[src/hdl/ecer_pkg.sv]
// ----------------------------------------------------------------------------
// ecer_pkg
// Shared types, codes and helpers of the encoder count extender readout.
// ----------------------------------------------------------------------------
package ecer_pkg;

  // widest encoder address (up to eight encoders)
  localparam int ENC_ADDR_W = 3;
  localparam int MAX_WORDS  = 4;

  // operation field codes
  localparam logic OP_SAMPLE = 1'b0;
  localparam logic OP_HEADER = 1'b1;

  // register indexes on the config port
  localparam logic [1:0] REG_COMMAND_MASK   = 2'd0;
  localparam logic [1:0] REG_READ_CODE      = 2'd1;
  localparam logic [1:0] REG_CLEAR_CODE     = 2'd2;
  localparam logic [1:0] REG_SELECTOR_SHIFT = 2'd3;

  typedef struct packed {
    logic [7:0] command_mask;
    logic [7:0] read_code;
    logic [7:0] clear_code;
    logic [2:0] selector_shift;
  } cfg_t;

  typedef enum logic [2:0] {
    ST_IDLE,
    ST_DECODE,
    ST_DIFF,
    ST_ACC,
    ST_SCAN
  } state_t;

  typedef enum logic [1:0] {
    DP_NONE,
    DP_DIFF,
    DP_ACC,
    DP_MARK
  } dp_op_t;

  typedef struct packed {
    dp_op_t                  op;
    logic [ENC_ADDR_W-1:0]   addr;
  } dp_ctrl_t;

  function automatic logic [31:0] swap_bytes(input logic [31:0] v);
    swap_bytes = {v[7:0], v[15:8], v[23:16], v[31:24]};
  endfunction

endpackage

[src/hdl/ecer_if.sv]
// ----------------------------------------------------------------------------
// ecer_if
// Request channels of the encoder count extender: input items and results.
// ----------------------------------------------------------------------------
interface ecer_item_if;
  logic        valid;
  logic        ready;
  logic        operation;
  logic [1:0]  encoder_index;
  logic [15:0] raw_count;
  logic [7:0]  header;

  modport source (output valid, operation, encoder_index, raw_count, header,
                  input ready);
  modport sink   (input valid, operation, encoder_index, raw_count, header,
                  output ready);
endinterface

interface ecer_result_if;
  logic        valid;
  logic        ready;
  logic [1:0]  encoder_index_res;
  logic [31:0] position_word;
  logic        last;

  modport source (output valid, encoder_index_res, position_word, last,
                  input ready);
  modport sink   (input valid, encoder_index_res, position_word, last,
                  output ready);
endinterface

[src/hdl/ecer_cfg.sv]
// ----------------------------------------------------------------------------
// ecer_cfg
// APB-style register bank: command mask, read/clear codes, selector shift.
// ----------------------------------------------------------------------------
module ecer_cfg
  import ecer_pkg::*;
(
  input  logic        clk,
  input  logic        rst,
  input  logic        psel,
  input  logic        penable,
  input  logic        pwrite,
  input  logic [3:0]  paddr,
  input  logic [31:0] pwdata,
  output logic [31:0] prdata,
  output logic        pready,
  output cfg_t        cfg
);

  cfg_t       regs;
  logic       wr_en;
  logic [1:0] reg_idx;

  assign pready  = 1'b1;
  assign reg_idx = paddr[3:2];
  assign wr_en   = psel && penable && pwrite;
  assign cfg     = regs;

  always_ff @(posedge clk) begin
    if (rst) begin
      regs.command_mask   <= 8'h0F;
      regs.read_code      <= 8'h01;
      regs.clear_code     <= 8'h02;
      regs.selector_shift <= 3'd4;
    end else if (wr_en) begin
      case (reg_idx)
        REG_COMMAND_MASK:   regs.command_mask   <= pwdata[7:0];
        REG_READ_CODE:      regs.read_code      <= pwdata[7:0];
        REG_CLEAR_CODE:     regs.clear_code     <= pwdata[7:0];
        REG_SELECTOR_SHIFT: regs.selector_shift <= pwdata[2:0];
        default: ;
      endcase
    end
  end

  always_comb begin
    case (reg_idx)
      REG_COMMAND_MASK:   prdata = {24'd0, regs.command_mask};
      REG_READ_CODE:      prdata = {24'd0, regs.read_code};
      REG_CLEAR_CODE:     prdata = {24'd0, regs.clear_code};
      REG_SELECTOR_SHIFT: prdata = {29'd0, regs.selector_shift};
      default:            prdata = 32'd0;
    endcase
  end

endmodule

[src/hdl/ecer_dp.sv]
// ----------------------------------------------------------------------------
// ecer_dp
// Position, previous-count and clear-pending storage around one shared
// 32-bit adder (count difference first, then accumulate).
// ----------------------------------------------------------------------------
module ecer_dp
  import ecer_pkg::*;
#(
  parameter int ENC_COUNT = 4
) (
  input  logic        clk,
  input  logic        rst,
  input  dp_ctrl_t    ctrl,
  input  logic [15:0] raw,
  output logic [31:0] pos_rd
);

  localparam int IDX_W = (ENC_COUNT > 1) ? $clog2(ENC_COUNT) : 1;

  logic [31:0] positions       [ENC_COUNT];
  logic [15:0] previous_counts [ENC_COUNT];
  logic [ENC_COUNT-1:0] clear_pending;

  logic [IDX_W-1:0] addr;
  logic [15:0]      diff;
  logic [31:0]      add_a;
  logic [31:0]      add_b;
  logic             add_cin;
  logic [31:0]      sum;

  assign addr   = IDX_W'(ctrl.addr);
  assign pos_rd = positions[addr];

  // shared adder: raw - prev on DP_DIFF, position + sext(diff) on DP_ACC
  always_comb begin
    case (ctrl.op)
      DP_DIFF: begin
        add_a   = {16'd0, raw};
        add_b   = {16'd0, ~previous_counts[addr]};
        add_cin = 1'b1;
      end
      DP_ACC: begin
        add_a   = positions[addr];
        add_b   = {{16{diff[15]}}, diff};
        add_cin = 1'b0;
      end
      default: begin
        add_a   = 32'd0;
        add_b   = 32'd0;
        add_cin = 1'b0;
      end
    endcase
    sum = add_a + add_b + {31'd0, add_cin};
  end

  always_ff @(posedge clk) begin
    if (ctrl.op == DP_DIFF) begin
      diff <= sum[15:0];
    end
  end

  always_ff @(posedge clk) begin
    if (rst) begin
      for (int k = 0; k < ENC_COUNT; k++) begin
        positions[k]       <= 32'd0;
        previous_counts[k] <= 16'd0;
      end
      clear_pending <= '0;
    end else begin
      case (ctrl.op)
        DP_ACC: begin
          positions[addr]       <= clear_pending[addr] ? 32'd0 : sum;
          previous_counts[addr] <= raw;
          clear_pending[addr]   <= 1'b0;
        end
        DP_MARK: clear_pending[addr] <= 1'b1;
        default: ;
      endcase
    end
  end

endmodule

[src/hdl/ecer_seq.sv]
// ----------------------------------------------------------------------------
// ecer_seq
// Sequencer: latches and decodes one request, drives the datapath steps and
// scans one encoder per cycle unless stalled: reads load the result register.
// ----------------------------------------------------------------------------
module ecer_seq
  import ecer_pkg::*;
#(
  parameter int ENC_COUNT = 4
) (
  input  logic          clk,
  input  logic          rst,
  ecer_item_if.sink     item,
  ecer_result_if.source result,
  input  cfg_t          cfg,
  input  logic [31:0]   pos_rd,
  output dp_ctrl_t      ctrl,
  output logic [15:0]   raw
);

  localparam int CW = $clog2(ENC_COUNT + 1);
  localparam logic [7:0] ENC_MASK = 8'((1 << ENC_COUNT) - 1);

  state_t state, state_next;

  logic        op_q;
  logic [1:0]  idx_q;
  logic [15:0] raw_q;
  logic [7:0]  header_q;
  logic [CW-1:0] i_q;
  logic [1:0]  n_q;
  logic        scan_rd_q;

  logic        out_valid;
  logic [1:0]  out_idx;
  logic [31:0] out_word;
  logic        out_last;

  logic [7:0] code;
  logic [7:0] sel;
  logic [7:0] above;
  logic       idx_ok;
  logic       read_hit;
  logic       clear_hit;
  logic       scan_end;
  logic       cur_bit;
  logic       more_above;
  logic       last_word;
  logic       out_free;
  logic       load_out;

  assign raw = raw_q;

  assign code      = header_q & cfg.command_mask;
  assign sel       = header_q >> cfg.selector_shift;
  assign idx_ok    = {2'b00, idx_q} < 4'(ENC_COUNT);
  assign read_hit  = (code == cfg.read_code);
  assign clear_hit = !read_hit && (code == cfg.clear_code);
  assign scan_end  = (i_q == CW'(ENC_COUNT));
  assign cur_bit   = sel[3'(i_q)];

  always_comb begin
    for (int j = 0; j < 8; j++) begin
      above[j] = (j > int'(i_q));
    end
  end

  assign more_above = |(sel & ENC_MASK & above);
  assign last_word  = (n_q == 2'(MAX_WORDS - 1)) || !more_above;
  assign out_free   = !out_valid || result.ready;

  // outputs
  always_comb begin
    item.ready = (state == ST_IDLE);
    load_out   = 1'b0;
    ctrl.op    = DP_NONE;
    ctrl.addr  = ENC_ADDR_W'(idx_q);
    case (state)
      ST_DIFF: ctrl.op = DP_DIFF;
      ST_ACC:  ctrl.op = DP_ACC;
      ST_SCAN: begin
        ctrl.addr = ENC_ADDR_W'(i_q);
        if (!scan_end && cur_bit) begin
          if (scan_rd_q) begin
            load_out = out_free;
          end else begin
            ctrl.op = DP_MARK;
          end
        end
      end
      default: ;
    endcase
  end

  // next state
  always_comb begin
    state_next = state;
    case (state)
      ST_IDLE: if (item.valid) state_next = ST_DECODE;
      ST_DECODE: begin
        if (op_q == OP_SAMPLE) begin
          state_next = idx_ok ? ST_DIFF : ST_IDLE;
        end else begin
          state_next = (read_hit || clear_hit) ? ST_SCAN : ST_IDLE;
        end
      end
      ST_DIFF: state_next = ST_ACC;
      ST_ACC:  state_next = ST_IDLE;
      ST_SCAN: begin
        if (scan_end) begin
          state_next = ST_IDLE;
        end else if (cur_bit) begin
          if (!scan_rd_q) begin
            state_next = ST_IDLE;
          end else if (load_out && last_word) begin
            state_next = ST_IDLE;
          end
        end
      end
      default: state_next = ST_IDLE;
    endcase
  end

  always_ff @(posedge clk) begin
    if (rst) begin
      state <= ST_IDLE;
    end else begin
      state <= state_next;
    end
  end

  always_ff @(posedge clk) begin
    if (item.valid && item.ready) begin
      op_q     <= item.operation;
      idx_q    <= item.encoder_index;
      raw_q    <= item.raw_count;
      header_q <= item.header;
    end
    if (state == ST_DECODE) begin
      i_q       <= '0;
      n_q       <= 2'd0;
      scan_rd_q <= read_hit;
    end else if (state == ST_SCAN && !scan_end && (!cur_bit || load_out)) begin
      i_q <= i_q + CW'(1);
      if (load_out) begin
        n_q <= n_q + 2'd1;
      end
    end
  end

  // result register
  always_ff @(posedge clk) begin
    if (rst) begin
      out_valid <= 1'b0;
    end else if (load_out) begin
      out_valid <= 1'b1;
    end else if (result.ready) begin
      out_valid <= 1'b0;
    end
  end

  always_ff @(posedge clk) begin
    if (load_out) begin
      out_idx  <= 2'(i_q);
      out_word <= swap_bytes(pos_rd);
      out_last <= last_word;
    end
  end

  assign result.valid             = out_valid;
  assign result.encoder_index_res = out_idx;
  assign result.position_word     = out_word;
  assign result.last              = out_last;

  a_acc_after_diff: assert property (@(posedge clk) disable iff (rst)
    state == ST_ACC |-> $past(state) == ST_DIFF)
    else $error("accumulate step without difference step");

  a_mark_only_clear: assert property (@(posedge clk) disable iff (rst)
    ctrl.op == DP_MARK |-> state == ST_SCAN && !scan_rd_q)
    else $error("clear mark outside a clear scan");

  a_load_only_read: assert property (@(posedge clk) disable iff (rst)
    load_out |-> state == ST_SCAN && scan_rd_q)
    else $error("result loaded outside a read scan");

  a_scan_continues: assert property (@(posedge clk) disable iff (rst)
    load_out && !last_word |=> state == ST_SCAN)
    else $error("read scan ended before its last word");

  a_no_overwrite: assert property (@(posedge clk) disable iff (rst)
    out_valid && !result.ready |-> !load_out)
    else $error("pending result overwritten");

endmodule

[src/hdl/encoder_count_extender_readout.sv]
// ----------------------------------------------------------------------------
// encoder_count_extender_readout
// Extends 16-bit encoder counts to 32-bit positions and reads them out on
// command headers, with one shared adder under a small sequencer.
// ----------------------------------------------------------------------------
// Sample request: decode, diff, accumulate, then back to idle for the next item.
// Header request: decode, then back to idle for an unknown code, else a scan that
//   ends on the last read word, the first marked encoder or an empty selection.
// Result words go out through the result register; result stalls hold the scan.
// Synchronous reset clears positions, previous counts, clear flags and result valid.
// ----------------------------------------------------------------------------
module encoder_count_extender_readout
  import ecer_pkg::*;
#(
  parameter int ENC_COUNT = 4
) (
  input  logic          clk,
  input  logic          rst,
  ecer_item_if.sink     item,
  ecer_result_if.source result,
  input  logic          psel,
  input  logic          penable,
  input  logic          pwrite,
  input  logic [3:0]    paddr,
  input  logic [31:0]   pwdata,
  output logic [31:0]   prdata,
  output logic          pready
);

  cfg_t        cfg;
  dp_ctrl_t    ctrl;
  logic [15:0] raw;
  logic [31:0] pos_rd;

  ecer_cfg u_cfg (
    .clk     (clk),
    .rst     (rst),
    .psel    (psel),
    .penable (penable),
    .pwrite  (pwrite),
    .paddr   (paddr),
    .pwdata  (pwdata),
    .prdata  (prdata),
    .pready  (pready),
    .cfg     (cfg)
  );

  ecer_dp #(
    .ENC_COUNT (ENC_COUNT)
  ) u_dp (
    .clk    (clk),
    .rst    (rst),
    .ctrl   (ctrl),
    .raw    (raw),
    .pos_rd (pos_rd)
  );

  ecer_seq #(
    .ENC_COUNT (ENC_COUNT)
  ) u_seq (
    .clk    (clk),
    .rst    (rst),
    .item   (item),
    .result (result),
    .cfg    (cfg),
    .pos_rd (pos_rd),
    .ctrl   (ctrl),
    .raw    (raw)
  );

endmodule

[src/flat_wrapper.sv]
// flat-port wrapper written by rule: the top's interface ports become plain ports
module encoder_count_extender_readout_flat import ecer_pkg::*;
#(
  parameter int ENC_COUNT = 4
)
  (clk, rst, psel, penable, pwrite, paddr, pwdata, prdata, pready, item_valid, item_operation, item_encoder_index, item_raw_count, item_header, item_ready, result_valid, result_encoder_index_res, result_position_word, result_last, result_ready);
  ecer_item_if item_i ();
  ecer_result_if result_i ();
  input  logic clk;
  input  logic rst;
  input  logic psel;
  input  logic penable;
  input  logic pwrite;
  input  logic [3:0] paddr;
  input  logic [31:0] pwdata;
  output logic [31:0] prdata;
  output logic pready;
  input wire logic [$bits(item_i.valid)-1:0] item_valid;
  input wire logic [$bits(item_i.operation)-1:0] item_operation;
  input wire logic [$bits(item_i.encoder_index)-1:0] item_encoder_index;
  input wire logic [$bits(item_i.raw_count)-1:0] item_raw_count;
  input wire logic [$bits(item_i.header)-1:0] item_header;
  output wire logic [$bits(item_i.ready)-1:0] item_ready;
  output wire logic [$bits(result_i.valid)-1:0] result_valid;
  output wire logic [$bits(result_i.encoder_index_res)-1:0] result_encoder_index_res;
  output wire logic [$bits(result_i.position_word)-1:0] result_position_word;
  output wire logic [$bits(result_i.last)-1:0] result_last;
  input wire logic [$bits(result_i.ready)-1:0] result_ready;
  assign item_i.valid = item_valid;
  assign item_i.operation = item_operation;
  assign item_i.encoder_index = item_encoder_index;
  assign item_i.raw_count = item_raw_count;
  assign item_i.header = item_header;
  assign item_ready = item_i.ready;
  assign result_valid = result_i.valid;
  assign result_encoder_index_res = result_i.encoder_index_res;
  assign result_position_word = result_i.position_word;
  assign result_last = result_i.last;
  assign result_i.ready = result_ready;
  encoder_count_extender_readout #(.ENC_COUNT(ENC_COUNT)) u_core (.clk(clk), .rst(rst), .item(item_i), .result(result_i), .psel(psel), .penable(penable), .pwrite(pwrite), .paddr(paddr), .pwdata(pwdata), .prdata(prdata), .pready(pready));
endmodule
[config.mk]
export PLATFORM = sky130hd
export DESIGN_NAME = encoder_count_extender_readout_flat
export DESIGN_NICKNAME = d
export VERILOG_FILES = /design/src/hdl/ecer_pkg.sv /design/src/hdl/ecer_if.sv /design/src/hdl/ecer_cfg.sv /design/src/hdl/ecer_dp.sv /design/src/hdl/ecer_seq.sv /design/src/hdl/encoder_count_extender_readout.sv /design/src/flat_wrapper.sv
export SDC_FILE = /design/constraint.sdc
export NUM_CORES = 1
export LEC_CHECK = 0
export BUFFER_PORTS_ARGS = -buffer_cell sky130_fd_sc_hd__clkbuf_2
export CAP_MARGIN = 30
export CORE_MARGIN = 3
export CORE_UTILIZATION = 40
export DETAILED_ROUTE_END_ITERATION = 8
export PLACE_DENSITY = 0.55
export SLEW_MARGIN = 20
export SYNTH_ARGS = -nofsm -noshare
export SYNTH_HDL_FRONTEND = slang
export SYNTH_SLANG_ARGS = --single-unit
[constraint.sdc]
create_clock -name clk -period 7.7 [get_ports clk]
set_input_delay 1.155 -clock clk [delete_from_list [all_inputs] [get_ports clk]]
set_output_delay 1.155 -clock clk [all_outputs]
set_load 0.01 [all_outputs]
[Yosys cells after proc, flatten, opt, wreduce, memory -nomap -nowiden]
Memories as Yosys holds them, arrays and structs flattened.
Cells that the tools add are included.
Word-level totals
  input bits: 70
  memories: 2
  bits in registers: 119
  RAM bits: 192
  output and inout bits: 70
Memories
  u_core.u_dp.positions: depth 4, width 32, read ports 1, clocked after memory_dff 0, wr ports 4, RTL line ecer_dp.sv:20  | logic [31:0] positions [ENC_COUNT];
  u_core.u_dp.previous_counts: depth 4, width 16, read ports 1, clocked after memory_dff 0, wr ports 4, RTL line ecer_dp.sv:21  | logic [15:0] previous_counts [ENC_COUNT];
Cells by class
  mux-type cells: 40
  eq/ne operators: 17
  add/subtract/negate cells: 4
  shifts and indexed selects: 1
  bitwise logic cells: 6
  $lt $le $gt $ge: 10
  reductions and logical operators: 31
Operator list (count)
  32-bit one-hot mux with 2 select lines: 2
  32-bit one-hot mux with 4 select lines: 1
  32-bit two-way mux: 2
  32-bit by 1-bit adder with 32-bit output: 1
  32-bit adder: 1
  32-bit OR reduction: 1
  3-bit two-way mux: 7
  8-bit equality test: 2
  1-bit two-way mux: 16
  16-bit two-way mux: 1
  16-bit inverter: 1
  16-bit OR reduction: 1
  3-bit greater-than comparator (first input constant): 4
  3-bit one-hot mux with 4 select lines: 1
  2-bit equality test (second input constant): 5
  2-bit two-way mux: 5
  2-bit AND reduction: 5
  1-bit logical AND: 9
  4-bit by 8-bit bitwise AND with 8-bit output: 1
  8-bit bitwise AND: 1
  4-bit one-hot mux with 2 select lines: 1
  8-bit OR reduction: 1
  8-bit by 3-bit right shift with 8-bit output: 1
  3-bit by 2-bit equality test with 1-bit output (second input constant): 2
  26 further kinds: 37

[Longest topological paths before layout]
Gate-level depths: netlist (run 1).
  word-level depth: 12
  gate-level depth with buffers: 24
  gate-level depth less buffers: 20

[By module]
From an unflattened synthesis (run 1), not the netlist that was laid out.
Second synthesis, totals
  cell total of the unflattened synthesis: 1321
  area, all modules: 15942.8 sq um
Modules (own cells, without submodules)
  ecer_dp: sequential area each 6326.1 sq um, cells each 953, instances 1, area an instance 11360.9 sq um
  ecer_seq: sequential area each 2072.0 sq um, cells each 212, instances 1, area an instance 3081.7 sq um
  ecer_cfg: sequential area each 540.5 sq um, cells each 156, instances 1, area an instance 1500.2 sq um

[Least setup slack after synthesis (run 1)]
Ideal clock, no wire load.
  path type: flip-flop to flip-flop
  from: register u_core.u_cfg.regs (netlist bit u_core.u_cfg.cfg[1])
  to: memory u_core.u_dp.positions[0][22], data pin
  setup slack: 2.270 ns
  buffers on the path: 3
  arrival time: 5.165 ns
  stages on the path, launching flop included: 23
  path through: dfxtp_1 > clkbuf_1 > buf_2 > mux4_2 > mux2i_1 > nor4_1 > a41oi_1 > nand2_1 > nand3b_1 > nand2_1 > ha_1 > nor2b_1 > buf_1 > a22o_1 > fa_1 > fa_1 > a211oi_1 > o21bai_1 > a211oi_1 > o21ai_1 > or4_1 > nand3_1 > nor2_1
RTL lines
  start: declaration: RTL line ecer_cfg.sv:20  | cfg_t regs;
  end: declaration: RTL line ecer_dp.sv:20

==> results of run 1 <==
## registers in the layout, summed over array words and instances, names as in the netlist, named ones only
signal / cells
u_core.u_cfg.cfg: 27
u_core.u_dp.diff: 16
u_core.u_dp.positions: 128
u_core.u_dp.previous_counts: 64
u_core.u_seq.header_q: 8
u_core.u_seq.i_q: 3
u_core.u_seq.idx_q: 2
u_core.u_seq.n_q: 2
u_core.u_seq.op_q: 1
u_core.u_seq.raw: 16
u_core.u_seq.result.encoder_index_res: 2
u_core.u_seq.result.last: 1
u_core.u_seq.result.position_word: 32
u_core.u_seq.result.valid: 1
u_core.u_seq.scan_rd_q: 1
u_core.u_seq.state: 3
## critical path: cells and delay by family (launching register included)
kind	cells	cell delay, ps
compound gates	6	1630
simple gates	8	1380
fa+ha+maj	3	1350
flops	1	760
mux	2	760
buf+inv	1	210
## how the worst max path moves through the flow
stage,start,endpoint,slack (ps),depth (start not counted)
after floorplan,u_core.u_cfg.cfg[1],u_core.u_dp.positions[0][22],2270,22
after global placement,u_core.u_cfg.cfg[0],u_core.u_dp.positions[1][22],1450,20
after detailed placement,u_core.u_cfg.cfg[0],u_core.u_dp.positions[1][22],1390,20
after CTS,u_core.u_cfg.cfg[0],u_core.u_dp.positions[1][22],1320,20
after global routing,u_core.u_cfg.cfg[0],u_core.u_dp.positions[0][22],890,20
final,u_core.u_cfg.cfg[0],u_core.u_dp.positions[2][22],1340,20
## cells in the final DEF (no fill, tap or decap), drive strengths merged, types with 10 or more instances in the layout
cell and n:
a211oi 13, a21o 25, a21oi 43, a22o 16, a31oi 50, and2 23, and3 53, buf 26
clkbuf 135, clkinv 15, conb 25, dfxtp 40, edfxtp 271, ha 37, inv 51, mux2i 41
nand2 288, nand3 13, nand4 14, nor2 214, nor2b 11, nor3b 13, o211ai 10, o21a 11
o21ai 42, xnor2 16, xor2 24
## per-stage QoR
stage                     util, %  setup slack [ps]
after floorplan                 -              2270
after CTS                    46.3              1320
final                        46.4              1340
after global routing         46.4               886
after global placement       43.4              1450
after detailed placement     43.5              1390
## cell families (layout without fill, tap and decap cells)
kind of cell,after synthesis,in the layout,share of synthesized area [%]
simple gates,670,670,19.0
flops,311,311,57.0
compound gates,246,246,10.4
buf+inv,158,228,4.58
mux,48,48,3.53
xor+xnor,40,40,2.23
fa+ha+maj,39,39,3.21
other cells,2,25,0.0479
## power breakdown
part,total (mW),switching [mW],internal (mW)
Sequential,1.92,0.0279,1.89
Clock,1.59,0.671,0.919
Combinational,0.250,0.178,0.0725
Total,3.76,0.876,2.88
## Yosys cell counts, types with 4 or more instances
cell,n
sky130_fd_sc_hd__xnor2_1,16
sky130_fd_sc_hd__o21a_1,11
sky130_fd_sc_hd__nor3b_1,13
sky130_fd_sc_hd__nor2_1,214
sky130_fd_sc_hd__nor2b_1,11
sky130_fd_sc_hd__ha_1,37
sky130_fd_sc_hd__nand2b_1,9
sky130_fd_sc_hd__mux2i_1,40
sky130_fd_sc_hd__dfxtp_1,40
sky130_fd_sc_hd__a211oi_1,13
sky130_fd_sc_hd__o211ai_1,10
sky130_fd_sc_hd__and2_1,23
sky130_fd_sc_hd__a21oi_1,43
sky130_fd_sc_hd__nand4_1,14
sky130_fd_sc_hd__nand2_1,288
sky130_fd_sc_hd__clkbuf_1,58
sky130_fd_sc_hd__nand3_1,13
sky130_fd_sc_hd__o21ai_1,9
sky130_fd_sc_hd__inv_1,40
sky130_fd_sc_hd__xor2_1,24
sky130_fd_sc_hd__inv_2,8
sky130_fd_sc_hd__o21bai_1,4
sky130_fd_sc_hd__buf_1,9
sky130_fd_sc_hd__mux4_2,5
sky130_fd_sc_hd__o21ai_0,32
sky130_fd_sc_hd__and3_1,53
sky130_fd_sc_hd__a22o_1,16
sky130_fd_sc_hd__nand3b_1,6
sky130_fd_sc_hd__buf_2,16
sky130_fd_sc_hd__buf_4,26
sky130_fd_sc_hd__edfxtp_1,271
sky130_fd_sc_hd__a211o_1,9
sky130_fd_sc_hd__a31oi_1,50
sky130_fd_sc_hd__a21o_1,25
sky130_fd_sc_hd__nor3_1,7
## cell type report
type,count,area [sq um]
Fill cell,3628,20400
Timing Repair Buffer,114,672
Multi-Input combinational cell,1068,6160
Inverter,48,180
Sequential cell,311,8940
Clock buffer,47,963
Clock inverter,19,121
Tap cell,511,639
## per-layer routing
layer | routed length, um | track usage [%]
met4 | 910 | 5.01
met1 | 19600 | 28.5
met2 | 18800 | 31.4
met5 | 0 | 0
met3 | 2030 | 2.98
==> metrics.log, run 1 <==
INFO  metric timing.hold.worst_path_depth = 2
INFO  metric cts-root-to-sink-buffers = 3
INFO  metric cts_tree = done
INFO  metric timing.clock.skew = 17.4 ps
INFO  metric detailedRoute.firstPassIterationCount = 5
INFO  metric core-area = 38100 sq um
INFO  metric syn-instance-count = 1514
INFO  metric path_max_fanout = 19
INFO  metric ctsResizeCount = 0
INFO  metric worst-slew-pin-transition = 857 ps
INFO  metric dp_hpwl = 26.8 mm
INFO  metric non_filler_cells_final = 2118
INFO  metric initial_core_util = 41.1%
INFO  metric synth.avg_cell_area = 10.4 sq um
INFO  metric routed_via_density = 5.36
INFO  metric cts_inserted_buffers = 36
INFO  metric total_power = 3.76 mW
INFO  metric timing_max_transition_violations_final = 0
INFO  metric worst_skew_pair.late_latency = 530 ps
INFO  metric postCtsHoldBufs = 0
INFO  metric p_leak = 6.95 nW
INFO  metric grt_pass1_wl = 64.0 mm
INFO  metric layout_worst_path_cycle_share = 82.6%
INFO  metric fin_nets = 1688
INFO  metric total_routing_usage_reported_by_global_routing = 19.8%
INFO  metric rr_startpoint = u_core.u_cfg.cfg[0]
INFO  metric core.rowCount = 71
INFO  metric place.gp.congestion = 0.864
INFO  metric route.detailed.wl_per_inst = 19.5 um
INFO  metric cts.sinks = 311
INFO  metric power_density = 213 nW/um^2
INFO  metric period_minus_slack = 6360 ps
INFO  metric die_area = 41600 sq um
INFO  metric regToRegSetupSlack = 1340 ps
INFO  metric timing.max_slew.rel_slack = 42.8%
INFO  metric netlist.top_cell.by_area = sky130_fd_sc_hd__edfxtp_1
INFO  metric max_clock_freq = 157 MHz
INFO  metric ys.flop_type = sky130_fd_sc_hd__edfxtp_1
INFO  metric timing.rr.end = u_core.u_dp.positions[2][22]
INFO  metric grt_remaining_overflow = 0
INFO  metric synth_cell_type_count = 67
INFO  metric grt_setup_unrepaired = false
INFO  metric area_growth_syn_to_layout = 12.7%
INFO  metric dpl.cell_count = 2051
INFO  metric synth.top_cells.by_area = sky130_fd_sc_hd__edfxtp_1, sky130_fd_sc_hd__nand2_1, sky130_fd_sc_hd__nor2_1
INFO  metric first_global_vias = 11000
INFO  metric fp.dieW = 204 um
INFO  metric cts_setup_buffers = 0
INFO  metric drt_drc_violations_left = 0
INFO  metric drt-total-wl = 41.3 mm
INFO  metric synthesis.yosys.warnings = 0
INFO  metric maxCapViolations = 0
INFO  metric dr_total_vias = 11400
INFO  metric r2r_cells = 20
INFO  metric total_non_filler_cell_area_in_the_finished_layout = 17700 sq um
INFO  metric arrival = 6630 ps
INFO  metric register_clock_pin_slew_on_the_reported_worst_setup_and_hold_paths = 60 ps
INFO  metric timing.setup.tns = 0 ps
INFO  metric syn_area = 15700 sq um
INFO  metric peakVddDrop = 0.156 mV
INFO  metric holdWs = 497 ps
INFO  metric grt_antenna_before_repair = 0
INFO  metric cp-end-kind = register
INFO  metric synth_enable_flop_cells = 271
INFO  metric clk_root_buffer_cell = sky130_fd_sc_hd__clkbuf_16
INFO  metric outcome = complete, no violations
INFO  metric floorplan.io_pins = 140
INFO  metric synthArstFlopShare = 0%
INFO  metric drt_iter0_markers = 725
INFO  metric antenna_cells = 0
INFO  metric synth_largest_type_area_fraction = 51.9%
INFO  metric timing_hold_violations_final = 0
INFO  metric cts.htree.levels = 2
INFO  metric startpoint_type = register
INFO  metric ys_seq_elements = 311
INFO  metric max_stage_delay = 760 ps
INFO  metric place.port_buffers = 88
INFO  metric holdCritPathClass = register to register
INFO  metric pin_count_of_the_biggest_net_entering_global_routing = 64
INFO  metric cp_cell_sequence = mux4_2 -> mux2i_1 -> nor4_1 -> a41oi_1 -> nand2_1 -> nand3b_1 -> nand2_1 -> ha_1 -> nor2b_1 -> buf_4 -> a22o_1 -> fa_1 -> fa_1 -> a211oi_1 -> o21bai_1 -> a211oi_1 -> o21ai_1 -> or4_1 -> nand3_1 -> nor2_1
INFO  metric critical_path.slowest_cell = sky130_fd_sc_hd__dfxtp_1
INFO  metric worstSetupPathType = register to register
INFO  metric die-height = 204 um
INFO  metric worst_ep_required_time = 7970 ps
INFO  metric share_of_layout_cells_above_drive_strength_1 = 11.8%
INFO  metric postRouteAntennaNets = 0
INFO  metric sequential_area_share_after_synthesis = 57.0%
INFO  metric report.final.setup_viol = 0
INFO  metric postPlaceCellArea = 16600 sq um
No activity file was read; power rests on OpenSTA's default activity.
==> run 2: changes to the inputs <==
==> constraint.sdc (replaced) <==
create_clock -name clk -period 5.86 [get_ports clk]
set_input_delay 0.879 -clock clk [delete_from_list [all_inputs] [get_ports clk]]
set_output_delay 0.879 -clock clk [all_outputs]
set_load 0.01 [all_outputs]
==> run 2 against run 1 <==
Flip-flop and latch count unchanged. Largest power group unchanged. Global-route usage rose by 0.092 points. Final cell count is 1.0% higher. Combinational power up 38%. Critical endpoint is now u_core.u_dp.positions[0][22]. Highest routed layer unchanged. Clock skew up 1.7 ps. Clock power rose by 46%. Count of clock-buffer cells in the layout increased by 4.
==> metrics.log, run 2 (same netlist as run 1, synthesis figures left out) <==
INFO  metric route.detailed.wl_per_inst = 19.4 um
INFO  metric worstSetupPathType = register to register
INFO  metric holdWs = 510 ps
INFO  metric timing.setup.tns = 0 ps
INFO  metric peakVddDrop = 0.224 mV
INFO  metric core.rowCount = 71
INFO  metric holdCritPathClass = register to register
INFO  metric die-height = 204 um
INFO  metric maxCapViolations = 0
INFO  metric cts-root-to-sink-buffers = 3
INFO  metric initial_core_util = 41.1%
INFO  metric cts.htree.levels = 2
INFO  metric grt_remaining_overflow = 0
INFO  metric largest_reg_flops = 128
INFO  metric cp-end-kind = register
INFO  metric timing_max_transition_violations_final = 0
INFO  metric startpoint_type = register
INFO  metric postCtsHoldBufs = 0
INFO  metric total_routing_usage_reported_by_global_routing = 19.8%
INFO  metric grt_pass1_wl = 64.5 mm
INFO  metric leading_cell_types_in_the_layout_fill_and_taps_excluded = sky130_fd_sc_hd__nand2_1, sky130_fd_sc_hd__edfxtp_1, sky130_fd_sc_hd__nor2_1, sky130_fd_sc_hd__clkbuf_2, sky130_fd_sc_hd__and3_1
INFO  metric power_density = 286 nW/um^2
INFO  metric postPlaceCellArea = 16700 sq um
INFO  metric timing.max_slew.rel_slack = 35.1%
INFO  metric max_stage_delay = 540 ps
INFO  metric grt_antenna_before_repair = 0
INFO  metric share_of_layout_cells_above_drive_strength_1 = 14.3%
INFO  metric groute.layer.met1.usage = 28.6%
INFO  metric detailedRoute.firstPassIterationCount = 5
INFO  metric worst-slew-pin-transition = 973 ps
INFO  metric total_non_filler_cell_area_in_the_finished_layout = 18100 sq um
INFO  metric clk_root_buffer_cell = sky130_fd_sc_hd__clkbuf_16
INFO  metric global_route.usage.met2 = 32.3%
INFO  metric place.gp.congestion = 0.920
INFO  metric fin_nets = 1709
INFO  metric dp_hpwl = 27.6 mm
INFO  metric antenna_cells = 0
INFO  metric first_global_vias = 11100
INFO  metric core-area = 38100 sq um
INFO  metric p_leak = 7.12 nW
INFO  metric drt-total-wl = 41.6 mm
INFO  metric worst_skew_pair.late_latency = 520 ps
INFO  metric pin_count_of_the_biggest_net_entering_global_routing = 49
INFO  metric cts_tree = done
INFO  metric layout.cells.most_common = sky130_fd_sc_hd__nand2_1
INFO  metric drt_drc_violations_left = 0
INFO  metric worstPathBufferInverterCount = 1
INFO  metric floorplan.io_pins = 140
INFO  metric critical_path.top_delay_family = simple AND/OR/NAND/NOR gates
INFO  metric fp.dieW = 204 um
INFO  metric path_max_fanout = 10
INFO  metric worst_ep_required_time = 6110 ps
INFO  metric cp_cell_sequence = buf_4 -> or2_1 -> o221ai_1 -> nand4bb_1 -> o2111a_1 -> nand2_1 -> nand3b_1 -> and2_1 -> ha_2 -> nor2b_1 -> a22o_1 -> fa_1 -> fa_1 -> a211oi_2 -> o21bai_1 -> a211oi_2 -> o21ai_1 -> or4_1 -> nand3_2 -> nor2_1
INFO  metric place.port_buffers = 88
INFO  metric cts.sinks = 311
INFO  metric postRouteAntennaNets = 0
INFO  metric arrival = 5770 ps
INFO  metric top_usage_layer = met2
INFO  metric area_growth_syn_to_layout = 15.3%
INFO  metric met3_usage = 2.79%
INFO  metric drt_iter0_markers = 858
INFO  metric max_clock_freq = 181 MHz
INFO  metric cts_inserted_buffers = 37
INFO  metric outcome = complete, no violations
INFO  metric critical_path.slowest_cell = sky130_fd_sc_hd__or4_1
INFO  metric layout_worst_path_cycle_share = 94.1%
INFO  metric timing.clock.skew = 19.2 ps
INFO  metric routed_via_density = 5.34
INFO  metric grt_setup_unrepaired = true
INFO  metric period_minus_slack = 5510 ps
INFO  metric die_area = 41600 sq um
INFO  metric dr_total_vias = 11400
INFO  metric timing_hold_violations_final = 0
INFO  metric report.final.setup_viol = 0
INFO  metric register_clock_pin_slew_on_the_reported_worst_setup_and_hold_paths = 60 ps
INFO  metric register_with_the_most_flip_flops = u_core.u_dp.positions
run 2: changes by cell type in the layout (fill, tap and decap cells not counted), sizes merged:
cell	previous run	this run
bufinv	1	3
inv	51	49
clkinvlp	0	3
clkbuf	135	139
clkinv	15	10
buf	26	46
run 2: worst register-to-register path: stages, from the launching register on:
cell                        delay (ps)
sky130_fd_sc_hd__dfxtp_1           410
sky130_fd_sc_hd__buf_4             220
sky130_fd_sc_hd__or2_1             220
sky130_fd_sc_hd__o221ai_1          240
sky130_fd_sc_hd__nand4bb_1         140
sky130_fd_sc_hd__o2111a_1          180
sky130_fd_sc_hd__nand2_1           110
sky130_fd_sc_hd__nand3b_1          170
sky130_fd_sc_hd__and2_1            200
sky130_fd_sc_hd__ha_2              390
sky130_fd_sc_hd__nor2b_1            80
sky130_fd_sc_hd__a22o_1            250
sky130_fd_sc_hd__fa_1              460
sky130_fd_sc_hd__fa_1              470
sky130_fd_sc_hd__a211oi_2          240
sky130_fd_sc_hd__o21bai_1          200
sky130_fd_sc_hd__a211oi_2          320
sky130_fd_sc_hd__o21ai_1           180
sky130_fd_sc_hd__or4_1             550
sky130_fd_sc_hd__nand3_2           140
sky130_fd_sc_hd__nor2_1             70
run 2: final cells by class:
| type | count | area (sq um) |
|---|---|---|
| fill | 3597 | 20000 |
| sequential | 311 | 8940 |
| multi-input combinational | 1068 | 6230 |
| clock buffer | 51 | 1060 |
| timing repair buffer | 134 | 855 |
| tap | 511 | 639 |
| inverter | 48 | 184 |
| clock inverter | 17 | 175 |
run 2: power breakdown:
group	total (mW)	switching, mW	internal, mW
combinational	0.345	0.239	0.106
sequential	2.51	0.0328	2.48
clock	2.32	0.910	1.41
total	5.17	1.18	3.99
run 2: what timing repair did:
item | 4_1_cts | 5_1_grt
setup endpoints to repair | 2 | 66
pin swaps | 0 | 3
gates resized for setup | 1 | 15
setup buffers | 0 | 1
run 2: layer usage:
layer | wire (um) | up-vias
met3 | 2430 | 57
met1 | 19300 | 5559
met2 | 19100 | 317
met5 | 0 | -
li1 | - | 5503
met4 | 756 | 0
run 2: path summary, 6_finish.rpt:
| kind | cells after the start | end | start | slack, ps |
|---|---|---|---|---|
| worst max-delay path | 20 | u_core.u_dp.positions[0][22] | u_core.u_cfg.cfg[1] | 350 |
| worst min-delay path | 2 | u_core.u_seq.n_q[1] | u_core.u_seq.n_q[1] | 510 |
| worst max register to register | 20 | u_core.u_dp.positions[0][22] | u_core.u_cfg.cfg[1] | 350 |
| worst min register to register | 2 | u_core.u_seq.n_q[1] | u_core.u_seq.n_q[1] | 510 |
run 2: through the flow:
stage | instances | utilization, % | total power, mW | setup slack, ps
floorplan | 1537 | - | 2.77 | 430
global placement | 2068 | 43.8 | 2.90 | 74.1
detailed placement | 2070 | 43.9 | 2.91 | 35.0
CTS | 2138 | 47.2 | 5.23 | 53.6
global route | 2140 | 47.4 | 5.36 | -7.74
finish | 2140 | 47.4 | 5.17 | 346
